<file path="src/rtl/mhpd_pkg.sv">
`default_nettype none

package mhpd_pkg;

   // byte that is skipped quietly while hunting
   localparam logic [7:0] NEWLINE_BYTE = 8'd10;

   // register reset values
   localparam logic [7:0]  MAGIC_FIRST_RST  = 8'd170;
   localparam logic [7:0]  MAGIC_SECOND_RST = 8'd85;
   localparam logic [31:0] MAX_PAYLOAD_RST  = 32'd1024;

   // register indexes on the csr port
   typedef enum logic [1:0] {
      CSR_MAGIC_FIRST  = 2'd0,
      CSR_MAGIC_SECOND = 2'd1,
      CSR_MAX_PAYLOAD  = 2'd2
   } csr_index_type;

   // deframer phases
   typedef enum logic [3:0] {
      PH_HUNT   = 4'd0,
      PH_SECOND = 4'd1,
      PH_TYPE   = 4'd2,
      PH_SEQ    = 4'd3,
      PH_LEN0   = 4'd4,
      PH_LEN1   = 4'd5,
      PH_LEN2   = 4'd6,
      PH_LEN3   = 4'd7,
      PH_DATA   = 4'd8
   } phase_type;

   // result kinds
   typedef enum logic [2:0] {
      KIND_PAYLOAD = 3'd0,
      KIND_EMPTY   = 3'd1,
      KIND_START   = 3'd2,
      KIND_SECOND  = 3'd3,
      KIND_LONG    = 3'd4
   } kind_type;

   typedef struct packed {
      logic [7:0]  magic_first;
      logic [7:0]  magic_second;
      logic [31:0] max_payload;
   } cfg_type;

   typedef struct packed {
      kind_type    kind;
      logic [7:0]  data;
      logic [7:0]  pkt_type;
      logic [7:0]  seq_no;
      logic [31:0] pkt_length;
      logic        last;
   } result_type;

endpackage

`default_nettype wire

</file>
<file path="src/rtl/mhpd_if.sv">
`default_nettype none

// received byte channel
interface mhpd_req_if;
   logic       valid;
   logic       ready;
   logic [7:0] rx_byte;

   modport source (output valid, output rx_byte, input ready);
   modport sink   (input valid, input rx_byte, output ready);
endinterface

// deframed result channel
interface mhpd_rsp_if;
   logic        valid;
   logic        ready;
   logic [2:0]  kind;
   logic [7:0]  data;
   logic [7:0]  pkt_type;
   logic [7:0]  seq_no;
   logic [31:0] pkt_length;
   logic        last;

   modport source (output valid, output kind, output data, output pkt_type,
                   output seq_no, output pkt_length, output last, input ready);
   modport sink   (input valid, input kind, input data, input pkt_type,
                   input seq_no, input pkt_length, input last, output ready);
endinterface

`default_nettype wire

</file>
<file path="src/rtl/mhpd_parser.sv">
`default_nettype none

module mhpd_parser (
   input  wire                    clock,
   input  wire                    reset,
   input  wire                    step_en,
   input  wire  [7:0]             rx_byte,
   input  wire  mhpd_pkg::cfg_type cfg,
   output logic                   res_valid,
   output mhpd_pkg::result_type   res
);
   import mhpd_pkg::*;

   phase_type   phase_ff, phase_in;
   logic [7:0]  expected_ff, expected_in;
   logic        little_ff, little_in;
   logic [7:0]  type_ff, type_in;
   logic [7:0]  seq_ff, seq_in;
   logic [31:0] len_ff, len_in;
   logic [31:0] left_ff, left_in;
   logic [31:0] len_shift;

   // shift the new length byte in, in the order the magic selected
   assign len_shift = little_ff ? {rx_byte, len_ff[31:8]} : {len_ff[23:0], rx_byte};

   // next state and result for the current word
   always_comb begin
      phase_in    = phase_ff;
      expected_in = expected_ff;
      little_in   = little_ff;
      type_in     = type_ff;
      seq_in      = seq_ff;
      len_in      = len_ff;
      left_in     = left_ff;
      res_valid   = 1'b0;
      res.kind       = KIND_PAYLOAD;
      res.data       = rx_byte;
      res.pkt_type   = type_ff;
      res.seq_no     = seq_ff;
      res.pkt_length = len_ff;
      res.last       = 1'b1;

      case (phase_ff)
         PH_HUNT: begin
            if (rx_byte == 8'd0) begin
               phase_in = PH_HUNT;
            end else if (rx_byte == cfg.magic_second) begin
               expected_in = cfg.magic_first;
               little_in   = 1'b1;
               phase_in    = PH_SECOND;
            end else if (rx_byte == cfg.magic_first) begin
               expected_in = cfg.magic_second;
               little_in   = 1'b0;
               phase_in    = PH_SECOND;
            end else if (rx_byte != NEWLINE_BYTE) begin
               res_valid      = 1'b1;
               res.kind       = KIND_START;
               res.pkt_type   = 8'd0;
               res.seq_no     = 8'd0;
               res.pkt_length = 32'd0;
            end
         end
         PH_SECOND: begin
            if (rx_byte == expected_ff) begin
               phase_in = PH_TYPE;
            end else begin
               phase_in       = PH_HUNT;
               res_valid      = 1'b1;
               res.kind       = KIND_SECOND;
               res.pkt_type   = 8'd0;
               res.seq_no     = 8'd0;
               res.pkt_length = 32'd0;
            end
         end
         PH_TYPE: begin
            type_in  = rx_byte;
            phase_in = PH_SEQ;
         end
         PH_SEQ: begin
            seq_in   = rx_byte;
            len_in   = 32'd0;
            phase_in = PH_LEN0;
         end
         PH_LEN0, PH_LEN1, PH_LEN2: begin
            len_in   = len_shift;
            phase_in = phase_type'(phase_ff + 4'd1);
         end
         PH_LEN3: begin
            len_in         = len_shift;
            res.pkt_length = len_shift;
            if (len_shift > cfg.max_payload) begin
               phase_in  = PH_HUNT;
               res_valid = 1'b1;
               res.kind  = KIND_LONG;
            end else if (len_shift == 32'd0) begin
               phase_in  = PH_HUNT;
               res_valid = 1'b1;
               res.kind  = KIND_EMPTY;
               res.data  = 8'd0;
            end else begin
               left_in  = len_shift;
               phase_in = PH_DATA;
            end
         end
         PH_DATA: begin
            left_in   = left_ff - 32'd1;
            res_valid = 1'b1;
            res.last  = (left_ff == 32'd1);
            if (left_ff == 32'd1) begin
               phase_in = PH_HUNT;
            end
         end
         default: begin
            phase_in = PH_HUNT;
         end
      endcase
   end

   // advance state only when the word is taken
   always_ff @(posedge clock) begin
      if (reset) begin
         phase_ff    <= PH_HUNT;
         expected_ff <= 8'd0;
         little_ff   <= 1'b0;
         type_ff     <= 8'd0;
         seq_ff      <= 8'd0;
         len_ff      <= 32'd0;
         left_ff     <= 32'd0;
      end else if (step_en) begin
         phase_ff    <= phase_in;
         expected_ff <= expected_in;
         little_ff   <= little_in;
         type_ff     <= type_in;
         seq_ff      <= seq_in;
         len_ff      <= len_in;
         left_ff     <= left_in;
      end
   end

endmodule

`default_nettype wire

</file>
<file path="src/rtl/magic_header_packet_deframer_top.sv">
`default_nettype none

// Magic-header packet deframer. Takes one received byte per cycle on req_chan,
// finds a two-byte magic start in either order (that order sets the byte order
// of the four-byte length), reads the type and sequence bytes and streams each
// payload byte out on rsp_chan with the header fields, marking the last one.
// Header errors and empty packets come out as single events with last set.
// That rate holds only while the result slot is free or drains; a byte passes
// through the input register, then the result register, with the combinational
// header state update between them. Registers may be written only while no
// byte is in flight.
module magic_header_packet_deframer_top (
   input  wire               clock,
   input  wire               reset,
   mhpd_req_if.sink          req_chan,
   mhpd_rsp_if.source        rsp_chan,
   input  wire               csr_we,
   input  wire  [1:0]        csr_index,
   input  wire  [31:0]       csr_wdata
);
   import mhpd_pkg::*;

   cfg_type     cfg_ff;
   logic        in_valid_ff;
   logic [7:0]  in_byte_ff;
   logic        out_valid_ff;
   result_type  out_ff;
   logic        out_free;
   logic        step_en;
   logic        res_valid;
   result_type  res;

   // configuration registers
   always_ff @(posedge clock) begin
      if (reset) begin
         cfg_ff.magic_first  <= MAGIC_FIRST_RST;
         cfg_ff.magic_second <= MAGIC_SECOND_RST;
         cfg_ff.max_payload  <= MAX_PAYLOAD_RST;
      end else if (csr_we) begin
         case (csr_index)
            CSR_MAGIC_FIRST:  cfg_ff.magic_first  <= csr_wdata[7:0];
            CSR_MAGIC_SECOND: cfg_ff.magic_second <= csr_wdata[7:0];
            CSR_MAX_PAYLOAD:  cfg_ff.max_payload  <= csr_wdata;
            default:          cfg_ff <= cfg_ff;
         endcase
      end
   end

   // handshake: a word moves on when the result slot is free or drains
   assign out_free       = !out_valid_ff || rsp_chan.ready;
   assign step_en        = in_valid_ff && out_free;
   assign req_chan.ready = !in_valid_ff || out_free;

   // input register
   always_ff @(posedge clock) begin
      if (reset) begin
         in_valid_ff <= 1'b0;
      end else if (req_chan.valid && req_chan.ready) begin
         in_valid_ff <= 1'b1;
      end else if (step_en) begin
         in_valid_ff <= 1'b0;
      end
   end

   always_ff @(posedge clock) begin
      if (req_chan.valid && req_chan.ready) begin
         in_byte_ff <= req_chan.rx_byte;
      end
   end

   mhpd_parser u_parser (
      .clock     (clock),
      .reset     (reset),
      .step_en   (step_en),
      .rx_byte   (in_byte_ff),
      .cfg       (cfg_ff),
      .res_valid (res_valid),
      .res       (res)
   );

   // result register
   always_ff @(posedge clock) begin
      if (reset) begin
         out_valid_ff <= 1'b0;
      end else if (step_en && res_valid) begin
         out_valid_ff <= 1'b1;
      end else if (rsp_chan.ready) begin
         out_valid_ff <= 1'b0;
      end
   end

   always_ff @(posedge clock) begin
      if (step_en && res_valid) begin
         out_ff <= res;
      end
   end

   assign rsp_chan.valid      = out_valid_ff;
   assign rsp_chan.kind       = out_ff.kind;
   assign rsp_chan.data       = out_ff.data;
   assign rsp_chan.pkt_type   = out_ff.pkt_type;
   assign rsp_chan.seq_no     = out_ff.seq_no;
   assign rsp_chan.pkt_length = out_ff.pkt_length;
   assign rsp_chan.last       = out_ff.last;

endmodule

`default_nettype wire
</file>
<file path="src/flat_wrapper.sv">
// flat-port wrapper written by rule: the top's interface ports become plain ports
module magic_header_packet_deframer_top_flat import mhpd_pkg::*;
  (clock, reset, csr_we, csr_index, csr_wdata, req_chan_valid, req_chan_rx_byte, req_chan_ready, rsp_chan_valid, rsp_chan_kind, rsp_chan_data, rsp_chan_pkt_type, rsp_chan_seq_no, rsp_chan_pkt_length, rsp_chan_last, rsp_chan_ready);
  mhpd_req_if req_chan_i ();
  mhpd_rsp_if rsp_chan_i ();
  input  wire clock;
  input  wire reset;
  input  wire csr_we;
  input  wire  [1:0] csr_index;
  input  wire  [31:0] csr_wdata;
  input wire logic [$bits(req_chan_i.valid)-1:0] req_chan_valid;
  input wire logic [$bits(req_chan_i.rx_byte)-1:0] req_chan_rx_byte;
  output wire logic [$bits(req_chan_i.ready)-1:0] req_chan_ready;
  output wire logic [$bits(rsp_chan_i.valid)-1:0] rsp_chan_valid;
  output wire logic [$bits(rsp_chan_i.kind)-1:0] rsp_chan_kind;
  output wire logic [$bits(rsp_chan_i.data)-1:0] rsp_chan_data;
  output wire logic [$bits(rsp_chan_i.pkt_type)-1:0] rsp_chan_pkt_type;
  output wire logic [$bits(rsp_chan_i.seq_no)-1:0] rsp_chan_seq_no;
  output wire logic [$bits(rsp_chan_i.pkt_length)-1:0] rsp_chan_pkt_length;
  output wire logic [$bits(rsp_chan_i.last)-1:0] rsp_chan_last;
  input wire logic [$bits(rsp_chan_i.ready)-1:0] rsp_chan_ready;
  assign req_chan_i.valid = req_chan_valid;
  assign req_chan_i.rx_byte = req_chan_rx_byte;
  assign req_chan_ready = req_chan_i.ready;
  assign rsp_chan_valid = rsp_chan_i.valid;
  assign rsp_chan_kind = rsp_chan_i.kind;
  assign rsp_chan_data = rsp_chan_i.data;
  assign rsp_chan_pkt_type = rsp_chan_i.pkt_type;
  assign rsp_chan_seq_no = rsp_chan_i.seq_no;
  assign rsp_chan_pkt_length = rsp_chan_i.pkt_length;
  assign rsp_chan_last = rsp_chan_i.last;
  assign rsp_chan_i.ready = rsp_chan_ready;
  magic_header_packet_deframer_top u_core (.clock(clock), .reset(reset), .req_chan(req_chan_i), .rsp_chan(rsp_chan_i), .csr_we(csr_we), .csr_index(csr_index), .csr_wdata(csr_wdata));
endmodule
</file>
<file path="config.mk">
export PLATFORM = sky130hd
export DESIGN_NAME = magic_header_packet_deframer_top_flat
export DESIGN_NICKNAME = d
export VERILOG_FILES = /design/src/rtl/mhpd_pkg.sv /design/src/rtl/mhpd_if.sv /design/src/rtl/mhpd_parser.sv /design/src/rtl/magic_header_packet_deframer_top.sv /design/src/flat_wrapper.sv
export SDC_FILE = /design/constraint.sdc
export NUM_CORES = 1
export LEC_CHECK = 0
export BUFFER_PORTS_ARGS = -buffer_cell sky130_fd_sc_hd__buf_2
export CAP_MARGIN = 20
export CORE_ASPECT_RATIO = 0.9
export CORE_UTILIZATION = 35
export CTS_CLUSTER_DIAMETER = 40
export DETAILED_ROUTE_END_ITERATION = 8
export GPL_TIMING_DRIVEN = 0
export HOLD_SLACK_MARGIN = 0.02
export PLACE_DENSITY = 0.48
export SYNTH_ARGS = -nofsm -noshare
export SYNTH_HDL_FRONTEND = slang
export SYNTH_SLANG_ARGS = --single-unit
</file>
<file path="constraint.sdc">
create_clock -name clock -period 5 [get_ports clock]
set_input_delay 0.75 -clock clock [delete_from_list [all_inputs] [get_ports clock]]
set_output_delay 0.75 -clock clock [all_outputs]
set_load 0.01 [all_outputs]
</file>
==> Implementation_results.wiki <==
{| class="wikitable"
! Metric !! Value
|-
| Placer's final routability congestion estimate || roughly 0.9
|-
| Clk Latency, worst-skew pair || 0.52 ns
|-
| Die outline height || between 150 and 200 µm
|-
| Clk buf depth || 3
|-
| Maximum clock rate || 214 MHz
|-
| Average wire length per cell after detail routing || between 20 and 25 µm
|-
| Maxcap violations || 0
|-
| Minimum period implied by the final worst setup slack || roughly 4.7 ns
|-
| Critical path required time || 5.36 ns
|-
| Clock sink count || around 210
|-
| Busiest layer in global routing || met1
|-
| Syn_nets || 1,216
|-
| Class of the worst hold path || input pin to register
|-
| Total half-perimeter wirelength after legalization and detailed placement || 25,400 µm
|-
| Setup Total Neg Slack || 0 ns
|-
| Number of library cell types mapped by synthesis || 71
|-
| Arrival time at the worst endpoint || approximately 5.0 ns
|-
| Number of enable-type register cells in the synthesized netlist || 68
|-
| Worst setup skew after layout || about 0.027 ns
|-
| Max Transition Viols Final || 0
|-
| Antenna Diode Count || 0
|-
| Cell leakage power || around 5 nW
|-
| Number of antenna violations at the first check in global routing || 0
|-
| Kind of start point of the critical path || register
|-
| Sequential element share of the synthesized area || about 46%
|-
| Vias after detailed routing || 9,060
|-
| Pwr per Cell Area || roughly 350 nW/µm²
|-
| Root buffer cell || clkbuf_16
|-
| Buffers on Ports || 108
|-
| TritonCTS clock tree || done
|-
| Cells taking the most area after synthesis || dfxtp_1 27%, edfxtp_1 19%, mux2i_1 6.0%, a21oi_1 4.7%, ha_1 4.5%
|-
| Final cycle utilization of the critical path || between 90 and 100%
|-
| Core Util, Final || 43.2%
|-
| Top_reg_cell synth || dfxtp_1
|-
| Worst setup path category || register to register
|-
| Cell area after synthesis || ~11,000 µm²
|-
| Met2 GRT Util || 31.6%
|-
| GR met3 Demand/Resource || ~4%
|-
| Die Footprint || 31,000 µm²
|-
| Overall track demand over capacity in global routing || 22.3%
|-
| Remaining global-route overflow || 0
|-
| Cell taking the most area after synthesis || dfxtp_1
|-
| VDD IR max || ~190 µV
|-
| First-pass iteration count of the detailed router || 5
|-
| Average footprint of a synthesized cell || between 9 and 10 µm²
|-
| Worst-margin pin slew || around 0.95 ns
|-
| Hold Vio Cnt, Final || 0
|-
| Result of the run || complete, no violations
|-
| Post-synth ARST share || 0%
|-
| Core ar. || 29,800 µm²
|-
| Die outline width || 185 µm
|-
| First-pass GRT wire length || ~52,000 µm
|-
| Largest net degree at the start of global routing || 39
|-
| Synthesis-stage register bit count || around 210
|-
| Effective utilization at floorplan || a little over a third
|-
| Number of placement rows || 60
|-
| Share of final-layout standard cells stronger than drive strength 1 || 17.4%
|-
| Setup repair after global routing missed its margin || no
|-
| GR Util met1 || between 30% and 40%
|-
| Residual DRC count || 0
|-
| Number of nets still failing antenna checks after routing || 0
|-
| Final net count || 1,364
|-
| Critical-path maximum fanout || 10
|-
| I/O pin total || ~110
|-
| Setup Viol. Count Final || 0
|-
| Level count of the clock H-tree || 2
|-
| Relative slew slack || a little over a third
|-
| Hold_buf cts || 0
|-
| Cells after Synth || 1,131
|-
| Vias in the first global route || roughly 8,600
|-
| Total routed wirelength || roughly 34,000 µm
|-
| Per-cell via count in the routed design || 5.30
|-
| Total number of yosys warnings || 0
|-
| Crit end category || register
|-
| First DRT Iteration DRCs || roughly 540
|-
| Post-synth top area share || 27.0%
|-
| Clock buffer count from CTS || 37
|-
| Layout overhead on the synthesized area || 21.5%
|-
| Clock slew seen by the registers of the worst setup and hold paths || approximately 0.060 ns
|}
[path summary, 6_finish.rpt]
check,slack (ns),to,start,cells after the start
worst max-delay path,0.33,u_core.u_parser.left_ff[30],u_core.u_parser.little_ff,14
worst max register to register,0.33,u_core.u_parser.left_ff[30],u_core.u_parser.little_ff,14
worst min register to register,0.45,u_core.cfg_ff[25],u_core.cfg_ff[25],2
worst min-delay path,0.41,u_core.in_byte_ff[0],req_chan_rx_byte[0],1
[timing repair]
action,4_1_cts,5_1_grt
resized for setup,1,4
endpoints found under the setup margin,1,38
setup buffers,0,0
pin swaps,0,0
[placed cells by master (no fill, tap or decap), drive strengths merged, types with 13 or more instances in the layout]
cell    count
o21ai      19
nor3       55
nand4      13
nand2     104
buf       134
o22ai      28
nor4       19
clkinv     13
clkbuf    102
and2       21
a22o       31
nor2      108
nand3      18
ha         38
inv        78
dfxtp     143
edfxtp     68
mux2i      63
a21oi     100
xnor2      17
[cell type report]
type,instances,area (µm²)
sequential,211,4900
timing repair buffer,109,561
fill,3034,16900
tap,403,504
multi-input combinational,769,5080
buffer,77,335
inverter,74,283
clock inverter,18,141
clock buffer,50,1060
[cell usage after synthesis, types with 3 or more instances]
master	count
a211o_1	11
a211oi_1	10
a21o_1	3
a21oi_1	100
a221oi_1	3
a22o_1	31
a22oi_1	4
a31oi_1	6
and2_1	21
and3_1	4
buf_1	5
buf_2	16
buf_6	3
clkbuf_1	52
dfxtp_1	143
edfxtp_1	68
ha_1	38
inv_1	74
mux2_2	3
mux2i_1	63
nand2_1	104
nand2b_1	6
nand3_1	17
nand3b_1	5
nand4_1	13
nand4b_1	3
nor2_1	106
nor2b_1	6
nor3_1	54
nor3b_1	8
nor4_1	17
o21a_1	3
o21ai_0	17
o22ai_1	8
o22ai_2	20
o31ai_1	11
or3_1	5
xnor2_1	17
xor2_1	8
[flip-flops by register name, indices dropped and copies added, names as in the netlist]
| name | flops |
|---|---|
| u_core.u_parser.seq_ff | 8 |
| u_core.rsp_chan.valid | 1 |
| u_core.u_parser.expected_ff | 8 |
| u_core.in_byte_ff | 8 |
| u_core.rsp_chan.pkt_length | 32 |
| u_core.cfg_ff | 48 |
| u_core.u_parser.phase_ff | 4 |
| u_core.rsp_chan.seq_no | 8 |
| u_core.u_parser.little_ff | 1 |
| u_core.u_parser.len_ff | 32 |
| u_core.u_parser.left_ff | 32 |
| u_core.rsp_chan.pkt_type | 8 |
| u_core.u_parser.type_ff | 8 |
| u_core.rsp_chan.data | 8 |
| u_core.rsp_chan.kind | 3 |
| u_core.rsp_chan.last | 1 |
| u_core.in_valid_ff | 1 |
[where the power goes]
part / leakage (nW) / internal (mW) / total (mW) / switching [mW]
combinational: 2.61 / 0.0927 / 0.268 / 0.176
sequential: 1.81 / 1.82 / 1.84 / 0.0199
clock: 0.594 / 1.55 / 2.42 / 0.877
total: 5.01 / 3.46 / 4.53 / 1.07
[layer usage]
layer | up-vias | routed length (µm)
li1 | 4350 | -
met1 | 4326 | 16600
met2 | 320 | 14300
met3 | 64 | 2440
met4 | 0 | 910
met5 | - | 0
[kinds of logic after synthesis]
group | count (synthesis) | share of synthesized area (%)
AO/OA/AOI/OAI | 254 | 17.2
adder cells (fa/ha/maj) | 38 | 4.49
multiplexers | 66 | 6.27
AND/OR/NAND/NOR | 386 | 17.9
flip-flops | 211 | 46.3
buffers and inverters | 151 | 5.79
XOR/XNOR | 25 | 2.07
[through the flow]
step / total power, mW / cell area, µm² / cells / setup WS (ns) / hold slack, ns
5_1_grt: 4.69 / 12900 / 1711 / 0.0366 / 0.386
2_1_floorplan: 2.03 / 10600 / 1131 / 0.791 / 0.436
3_3_place_gp: 2.14 / 11600 / 1642 / -1.24 / 0.446
4_1_cts: 4.58 / 12900 / 1711 / 0.168 / 0.391
3_5_place_dp: 2.14 / 11700 / 1643 / 0.0283 / 0.450
6_report: 4.53 / 12900 / 1711 / 0.328 / 0.408
[critical path: stages, from the launching register on]
cell,delay (ns)
dfxtp_1,0.47
buf_2,0.31
buf_2,0.31
buf_2,0.38
mux2i_1,0.44
inv_1,0.22
ha_1,0.37
nand4_1,0.18
nor3_1,0.23
nor3b_1,0.24
o31ai_1,0.12
o21a_1,0.25
a31oi_4,0.46
buf_2,0.38
o22ai_1,0.15
Note: power is estimated with default switching activity, not from simulation.
